===== src/gclp_pkg.sv =====
// gclp_pkg: shared types, constants and helper functions of the g-code line parser
// used by every module of the block
package gclp_pkg;

    localparam int CHAR_W   = 8;
    localparam int MANT_W   = 26;
    localparam int DEC_W    = 3;
    localparam int EXP_W    = 2;
    localparam int SEEN_W   = 12;
    localparam int MASK_W   = 13;
    localparam int VAL_W    = 32;
    localparam int BYTE_W   = 8;
    localparam int MULT_W   = 17;
    localparam int RECIP_W  = 27;
    localparam int SHIFT_W  = 6;
    localparam int POW_W    = 10;
    localparam int REM_W    = 10;
    localparam int TEN_W    = MANT_W + POW_W;
    localparam int PROD1_W  = MANT_W + RECIP_W;
    localparam int QM_W     = MANT_W + MULT_W;
    localparam int T_W      = 27;
    localparam int PROD2_W  = T_W + RECIP_W;
    localparam int MAG_W    = QM_W + 1;
    localparam int CK_BIT   = 11;

    localparam logic [MANT_W-1:0] MANTISSA_LIMIT = 26'd4289967;
    localparam logic [DEC_W-1:0]  MAX_DECIMALS   = 3'd3;
    localparam logic [MULT_W-1:0] PID_FACTOR     = 17'd1024;
    localparam logic [MULT_W-1:0] HEAT_FACTOR    = 17'd4;
    localparam logic [MULT_W-1:0] UNIT_FACTOR    = 17'd1;

    localparam logic [BYTE_W-1:0] M_HOTEND_SET  = 8'd104;
    localparam logic [BYTE_W-1:0] M_HOTEND_WAIT = 8'd109;
    localparam logic [BYTE_W-1:0] M_BED_SET     = 8'd140;
    localparam logic [BYTE_W-1:0] M_PID_LO      = 8'd130;
    localparam logic [BYTE_W-1:0] M_PID_HI      = 8'd132;

    typedef enum logic [3:0] {
        W_G, W_M, W_X, W_Y, W_Z, W_E, W_F, W_S, W_P, W_T, W_N, W_CK, W_NONE
    } word_t;

    typedef struct packed {
        logic                 eol;
        word_t                word;
        logic                 neg;
        logic [MANT_W-1:0]    mant;
        logic [EXP_W-1:0]     expo;
        logic [SEEN_W-1:0]    mask;
        logic [BYTE_W-1:0]    csum;
    } job_t;

    typedef struct packed {
        logic                 eol;
        word_t                word;
        logic                 neg;
        logic [MAG_W-1:0]     mag;
        logic [BYTE_W-1:0]    intv;
        logic [SEEN_W-1:0]    mask;
        logic [BYTE_W-1:0]    csum;
    } res_t;

    typedef struct packed {
        logic [MASK_W-1:0]    seen_mask;
        logic [BYTE_W-1:0]    g_number;
        logic [BYTE_W-1:0]    m_number;
        logic [VAL_W-1:0]     pos_x;
        logic [VAL_W-1:0]     pos_y;
        logic [VAL_W-1:0]     pos_z;
        logic [VAL_W-1:0]     pos_e;
        logic [VAL_W-1:0]     feed_rate;
        logic [VAL_W-1:0]     s_value;
        logic [VAL_W-1:0]     p_value;
        logic [BYTE_W-1:0]    tool_number;
        logic [VAL_W-1:0]     line_number;
    } out_t;

    function automatic word_t word_of(input logic [CHAR_W-1:0] c);
        word_t w;
        case (c)
            8'h47:   w = W_G;
            8'h4D:   w = W_M;
            8'h58:   w = W_X;
            8'h59:   w = W_Y;
            8'h5A:   w = W_Z;
            8'h45:   w = W_E;
            8'h46:   w = W_F;
            8'h53:   w = W_S;
            8'h50:   w = W_P;
            8'h54:   w = W_T;
            8'h4E:   w = W_N;
            8'h2A:   w = W_CK;
            default: w = W_NONE;
        endcase
        return w;
    endfunction

    // reciprocal of 10^e, exact for operands below 2^27
    function automatic logic [RECIP_W-1:0] recip(input logic [EXP_W-1:0] e);
        logic [RECIP_W-1:0] r;
        case (e)
            2'd1:    r = 27'd107374183;
            2'd2:    r = 27'd85899346;
            2'd3:    r = 27'd68719477;
            default: r = 27'd1;
        endcase
        return r;
    endfunction

    function automatic logic [SHIFT_W-1:0] rshift(input logic [EXP_W-1:0] e);
        logic [SHIFT_W-1:0] s;
        case (e)
            2'd1:    s = 6'd30;
            2'd2:    s = 6'd33;
            2'd3:    s = 6'd36;
            default: s = 6'd0;
        endcase
        return s;
    endfunction

    function automatic logic [POW_W-1:0] pow10(input logic [EXP_W-1:0] e);
        logic [POW_W-1:0] p;
        case (e)
            2'd1:    p = 10'd10;
            2'd2:    p = 10'd100;
            2'd3:    p = 10'd1000;
            default: p = 10'd1;
        endcase
        return p;
    endfunction

    function automatic logic [POW_W-1:0] half10(input logic [EXP_W-1:0] e);
        logic [POW_W-1:0] h;
        case (e)
            2'd1:    h = 10'd5;
            2'd2:    h = 10'd50;
            2'd3:    h = 10'd500;
            default: h = 10'd0;
        endcase
        return h;
    endfunction

    // times 1000 with the decimal digits folded in
    function automatic logic [POW_W-1:0] milli_mult(input logic [EXP_W-1:0] e);
        logic [POW_W-1:0] p;
        case (e)
            2'd1:    p = 10'd100;
            2'd2:    p = 10'd10;
            2'd3:    p = 10'd1;
            default: p = 10'd1000;
        endcase
        return p;
    endfunction

endpackage


===== src/gclp_parse.sv =====
// gclp_parse: character front end, word and comment tracking, checksum xor
// emits one conversion job per closed word or line end; uses gclp_pkg
module gclp_parse (
    input  logic                        aclk,
    input  logic                        aresetn,
    input  logic                        accept,
    input  logic                        advance,
    input  logic [gclp_pkg::CHAR_W-1:0] char_code,
    output logic                        job_valid,
    output gclp_pkg::job_t              job
);
    import gclp_pkg::*;

    localparam logic [CHAR_W-1:0] CH_LF    = 8'h0A;
    localparam logic [CHAR_W-1:0] CH_CR    = 8'h0D;
    localparam logic [CHAR_W-1:0] CH_SEMI  = 8'h3B;
    localparam logic [CHAR_W-1:0] CH_OPEN  = 8'h28;
    localparam logic [CHAR_W-1:0] CH_CLOSE = 8'h29;
    localparam logic [CHAR_W-1:0] CH_MINUS = 8'h2D;
    localparam logic [CHAR_W-1:0] CH_POINT = 8'h2E;
    localparam logic [CHAR_W-1:0] CH_STAR  = 8'h2A;
    localparam logic [CHAR_W-1:0] CH_0     = 8'h30;
    localparam logic [CHAR_W-1:0] CH_9     = 8'h39;
    localparam logic [CHAR_W-1:0] CH_LA    = 8'h61;
    localparam logic [CHAR_W-1:0] CH_LZ    = 8'h7A;
    localparam logic [CHAR_W-1:0] CH_UA    = 8'h41;
    localparam logic [CHAR_W-1:0] CH_UZ    = 8'h5A;
    localparam logic [CHAR_W-1:0] CASE_OFS = 8'd32;

    logic [CHAR_W-1:0] pending_reg, pending_next;
    logic              neg_reg, neg_next;
    logic [MANT_W-1:0] mant_reg, mant_next;
    logic [DEC_W-1:0]  dec_reg, dec_next;
    logic [SEEN_W-1:0] seen_reg, seen_next;
    logic [BYTE_W-1:0] csum_reg, csum_next;
    logic              lcom_reg, lcom_next;
    logic              pcom_reg, pcom_next;
    logic              job_valid_reg;
    job_t              job_reg, job_next;

    logic [CHAR_W-1:0] c;
    logic              is_letter, is_star, is_eol, close;
    word_t             w;
    logic [29:0]       acc;
    logic [CHAR_W-1:0] digit;

    always_comb begin
        c = char_code;
        if (char_code >= CH_LA && char_code <= CH_LZ) begin
            c = char_code - CASE_OFS;
        end
        is_letter = (c >= CH_UA && c <= CH_UZ);
        is_star   = (c == CH_STAR);
        is_eol    = (c == CH_LF || c == CH_CR);
        close     = (pending_reg != '0) && (is_letter || is_star || is_eol);
        w         = word_of(c);
        digit     = c - CH_0;
        acc       = 30'd0;

        pending_next = pending_reg;
        neg_next     = neg_reg;
        mant_next    = mant_reg;
        dec_next     = dec_reg;
        seen_next    = seen_reg;
        csum_next    = csum_reg;
        lcom_next    = lcom_reg;
        pcom_next    = pcom_reg;

        job_next.eol  = is_eol;
        job_next.word = close ? word_of(pending_reg) : W_NONE;
        job_next.neg  = neg_reg;
        job_next.mant = mant_reg;
        job_next.expo = (dec_reg == '0) ? '0 : EXP_W'(dec_reg - 3'd1);

        if (close) begin
            pending_next = '0;
            neg_next     = 1'b0;
            mant_next    = '0;
            dec_next     = '0;
        end

        if (!lcom_reg && !pcom_reg) begin
            if (is_letter || is_star) begin
                pending_next = c;
            end
            if (w != W_NONE) begin
                seen_next = seen_next | (SEEN_W'(1) << w);
                if (w == W_G) begin
                    seen_next[W_M] = 1'b0;
                end else if (w == W_M) begin
                    seen_next[W_G] = 1'b0;
                end
            end else if (c == CH_SEMI) begin
                lcom_next = 1'b1;
            end else if (c == CH_OPEN) begin
                pcom_next = 1'b1;
            end else if (c == CH_MINUS) begin
                neg_next  = 1'b1;
                mant_next = '0;
                dec_next  = '0;
            end else if (c == CH_POINT) begin
                if (dec_next == '0) begin
                    dec_next = 3'd1;
                end
            end else if (c >= CH_0 && c <= CH_9) begin
                if (dec_next <= MAX_DECIMALS && mant_next < MANTISSA_LIMIT) begin
                    acc       = {4'b0, mant_next} * 30'd10 + {26'b0, digit[3:0]};
                    mant_next = acc[MANT_W-1:0];
                    if (dec_next != '0) begin
                        dec_next = dec_next + 3'd1;
                    end
                end
            end
        end else if (pcom_reg && c == CH_CLOSE) begin
            pcom_next = 1'b0;
        end

        if (!seen_next[CK_BIT]) begin
            csum_next = csum_reg ^ char_code;
        end

        job_next.mask = seen_next;
        job_next.csum = csum_next;

        if (is_eol) begin
            seen_next = SEEN_W'(1);
            lcom_next = 1'b0;
            pcom_next = 1'b0;
            csum_next = '0;
        end
    end

    always_ff @(posedge aclk) begin
        if (!aresetn) begin
            pending_reg   <= '0;
            neg_reg       <= 1'b0;
            mant_reg      <= '0;
            dec_reg       <= '0;
            seen_reg      <= SEEN_W'(1);
            csum_reg      <= '0;
            lcom_reg      <= 1'b0;
            pcom_reg      <= 1'b0;
            job_valid_reg <= 1'b0;
        end else begin
            if (accept) begin
                pending_reg <= pending_next;
                neg_reg     <= neg_next;
                mant_reg    <= mant_next;
                dec_reg     <= dec_next;
                seen_reg    <= seen_next;
                csum_reg    <= csum_next;
                lcom_reg    <= lcom_next;
                pcom_reg    <= pcom_next;
            end
            if (advance) begin
                job_valid_reg <= accept && (close || is_eol);
            end
        end
    end

    always_ff @(posedge aclk) begin
        if (advance) begin
            job_reg <= job_next;
        end
    end

    assign job_valid = job_valid_reg;
    assign job       = job_reg;

endmodule


===== config.mk =====
export PLATFORM = sky130hd
export DESIGN_NAME = gclp_parse
export DESIGN_NICKNAME = d
export VERILOG_FILES = /design/src/gclp_pkg.sv /design/src/gclp_parse.sv
export SDC_FILE = /design/constraint.sdc
export NUM_CORES = 1
export LEC_CHECK = 0
export BUFFER_PORTS_ARGS = -buffer_cell sky130_fd_sc_hd__buf_2
export CAP_MARGIN = 5
export CORE_MARGIN = 1
export CORE_UTILIZATION = 25
export DETAILED_ROUTE_END_ITERATION = 8
export GPL_ROUTABILITY_DRIVEN = 0
export SLEW_MARGIN = 10
export SYNTH_ARGS = -nofsm -noshare
export SYNTH_HDL_FRONTEND = slang
export SYNTH_SLANG_ARGS = --single-unit

===== constraint.sdc =====
create_clock -name aclk -period 5.7 [get_ports aclk]
set_clock_uncertainty 0.15 [all_clocks]
set_input_delay 0.285 -clock aclk [delete_from_list [all_inputs] [get_ports aclk]]
set_output_delay 0.285 -clock aclk [all_outputs]
set_load 0.1 [all_outputs]

==> flow_summary.json <==
{
  "synth_area_per_cell_um2": 9.04,
  "rsz0062_at_grt": "false",
  "clock_latency_ns": 0.43,
  "synth_area_mm2": 0.00763,
  "setup_tns_ns": 0,
  "drt_iter0_drc": 476,
  "start_util_pct": 25.6,
  "cts_made_buffers": 17,
  "hold_class": "in -> reg",
  "rows": 63,
  "slew_headroom_pct": 28.7,
  "fmax_mhz": 203,
  "post_cts_buffers": 0,
  "ctsResizeCount": 0,
  "cp.required_ns": 5.84,
  "synth_cells": 844,
  "yosys.area.top_type": "edfxtp_1",
  "grt_max_degree": 57,
  "ir_worst_vdd_uv": 147,
  "outcome": "finished clean",
  "die_h_um": 177,
  "ys_warn_count": 0,
  "finalCriticalPeriod_ns": 4.94,
  "power.density_mw_per_mm2": 287,
  "largest_reg_flops": 54,
  "clock-sinks": 115,
  "critical_path_arrival_ns": 5.08,
  "grtUsageTotal_pct": 13.2,
  "leakage_nw": 3.67,
  "cpPeakStageDelay_ns": 0.41,
  "fin_ws_ns": 0.764,
  "yosys_most_used_dff": "dfxtp_1",
  "maxCapViolations": 0,
  "antenna_left": 0,
  "htreeDepth": 4,
  "hold_violations": 0,
  "root_buffer": "clkbuf_16",
  "fin_nets": 935,
  "pin_count": 67,
  "antenna_found_initial": 0,
  "ys_seq_area_share_pct": 37.3,
  "placed_area_mm2": 0.00826,
  "hold_depth": 3,
  "dr.pass1.iters": 5,
  "cp_slowest_cell": "a221o_1",
  "synth_top_area_share_pct": 21.3,
  "final_area_mm2": 0.00890,
  "setup_viol": 0,
  "diodes": 0,
  "reg2reg_depth": 16,
  "cp-end-kind": "flip-flop",
  "place_ws_ns": 0.387,
  "gr-total-overflow": 0,
  "async_flop_share_pct": 0,
  "synth_edf_count": 54,
  "clk_path_buf_depth": 2,
  "path_class": "in -> reg",
  "grt_pass1_wl_mm": 32.7,
  "worst_slew_pin_slew_ns": 1.07,
  "fp.dieW_um": 177,
  "cts_tree": "yes",
  "syn_to_final_growth_pct": 16.7,
  "grt_pass1_vias": 6127,
  "design.core.area_mm2": 0.0298,
  "wl_per_cell_um": 15.4,
  "hold_buffers": 0,
  "slew_violations": 0,
  "crit_fanout": 17,
  "crit_chain": "buf_2, inv_1, ha_1, a21oi_1, a311oi_1, a22oi_2, and3_1, nor2_1, buf_4, and3_1, ha_1, a21o_1, a221o_1, a211o_1, a21oi_1, xnor2_1, nand4_1, nor4_2, xnor2_1, o21ai_1",
  "dp_hpwl_mm": 14.4,
  "portBuffers": 66,
  "dieArea_mm2": 0.0312,
  "vias": 6509,
  "drcViolationCount": 0,
  "wl_mm": 19.9,
  "clk_pin_slew_ns": 0.06,
  "synthDistinctLibCells": 91,
  "synth_commonest_cells": "nand2_1 (85), nor2_1 (66), dfxtp_1 (61)",
  "period_share_pct": 86.6,
  "startpoint_type": "primary input",
  "synth_fp_nets": 894,
  "final_layout_size_suffix_gt1_share_pct": 15.8,
  "ys_top_cells_by_area": "edfxtp_1 (21%), dfxtp_1 (16%), ha_1 (6.1%)",
  "ys_ff_latch": 115,
  "via_per_inst": 5.05,
  "yosysMostFrequentCell": "nand2_1"
}
-- kinds of logic after synthesis --
group / synth area share, %
XOR/XNOR: 6.77
AND/OR/NAND/NOR: 24.1
AO/OA/AOI/OAI: 20.4
adder cells (fa/ha/maj): 6.33
buffers and inverters: 4.17
multiplexers: 0.886
flip-flops: 37.3
-- per-layer routing --
layer / vias up / global-route usage, % / wire (um)
met5: - / 0 / 0
met4: 0 / 4.27 / 302
met3: 25 / 2.51 / 906
met2: 148 / 22.3 / 9520
met1: 3142 / 16.9 / 9120
li1: 3194 / - / -
-- worst paths after layout --
kind,startpoint,end,slack [ns]
setup / recovery,char_code[5],mant_reg[25]$_SDFFE_PN0P_,0.76
hold / removal,char_code[7],csum_reg[7]$_SDFFE_PN0P_,0.09
setup reg to reg,pending_reg[0]$_SDFFE_PN0P_,mant_reg[25]$_SDFFE_PN0P_,0.79
hold reg to reg,job_valid$_SDFFE_PN0P_,job_valid$_SDFFE_PN0P_,0.32
-- cell type report --
| class | instances | area, um2 |
|---|---|---|
| Clock buffer | 18 | 439 |
| Tap cell | 390 | 488 |
| Timing Repair Buffer | 73 | 383 |
| Multi-Input combinational cell | 656 | 4470 |
| Sequential cell | 115 | 2840 |
| Clock inverter | 14 | 196 |
| Inverter | 22 | 82.6 |
| Fill cell | 3159 | 20900 |
-- power breakdown --
group / total [W] / internal (W) / switching (W)
combinational: 0.000427 / 0.0000894 / 0.000337
sequential: 0.000966 / 0.000931 / 0.0000350
clock: 0.00116 / 0.000748 / 0.000416
total: 0.00256 / 0.00177 / 0.000789
-- cell usage in the layout, fill, tap and decap left out, drive strengths merged, types with 4 or more instances in the layout --
master	netlist	final
a211oi	4	4
a21boi	9	9
a21o	28	28
a21oi	29	29
a22oi	7	7
a311oi	4	4
a31oi	24	24
and2	9	9
and3	39	39
buf	23	73
bufinv	0	4
clkbuf	28	18
dfxtp	61	61
edfxtp	54	54
ha	37	37
inv	22	27
nand2	85	85
nand2b	15	15
nand3	26	26
nand3b	8	8
nand4	14	14
nor2	66	66
nor2b	19	19
nor3	16	16
nor3b	12	12
nor4	7	7
o21a	7	7
o21ai	45	45
o22ai	5	5
o31ai	5	5
or2	6	6
or3	7	7
xnor2	42	42
xor2	17	17
-- per-stage QoR --
stage | std cells | total power [W] | hold slack (ns) | util (%)
2_1_floorplan | 844 | 0.00133 | 0.247 | -
3_3_place_gp | 1256 | 0.00141 | 0.308 | 27.7
3_5_place_dp | 1256 | 0.00141 | 0.309 | 27.7
4_1_cts | 1288 | 0.00258 | 0.0840 | 29.9
5_1_grt | 1288 | 0.00265 | 0.115 | 29.9
6_report | 1288 | 0.00256 | 0.0920 | 29.9
-- worst max-delay path, delay by kind of cell --
family / cells / cell delay [ns]
compound gates: 8 / 1.68
simple gates: 5 / 1.33
fa+ha+maj: 2 / 0.69
buf+inv: 3 / 0.67
xor+xnor: 2 / 0.42
Note: power is estimated with default switching activity, not from simulation.
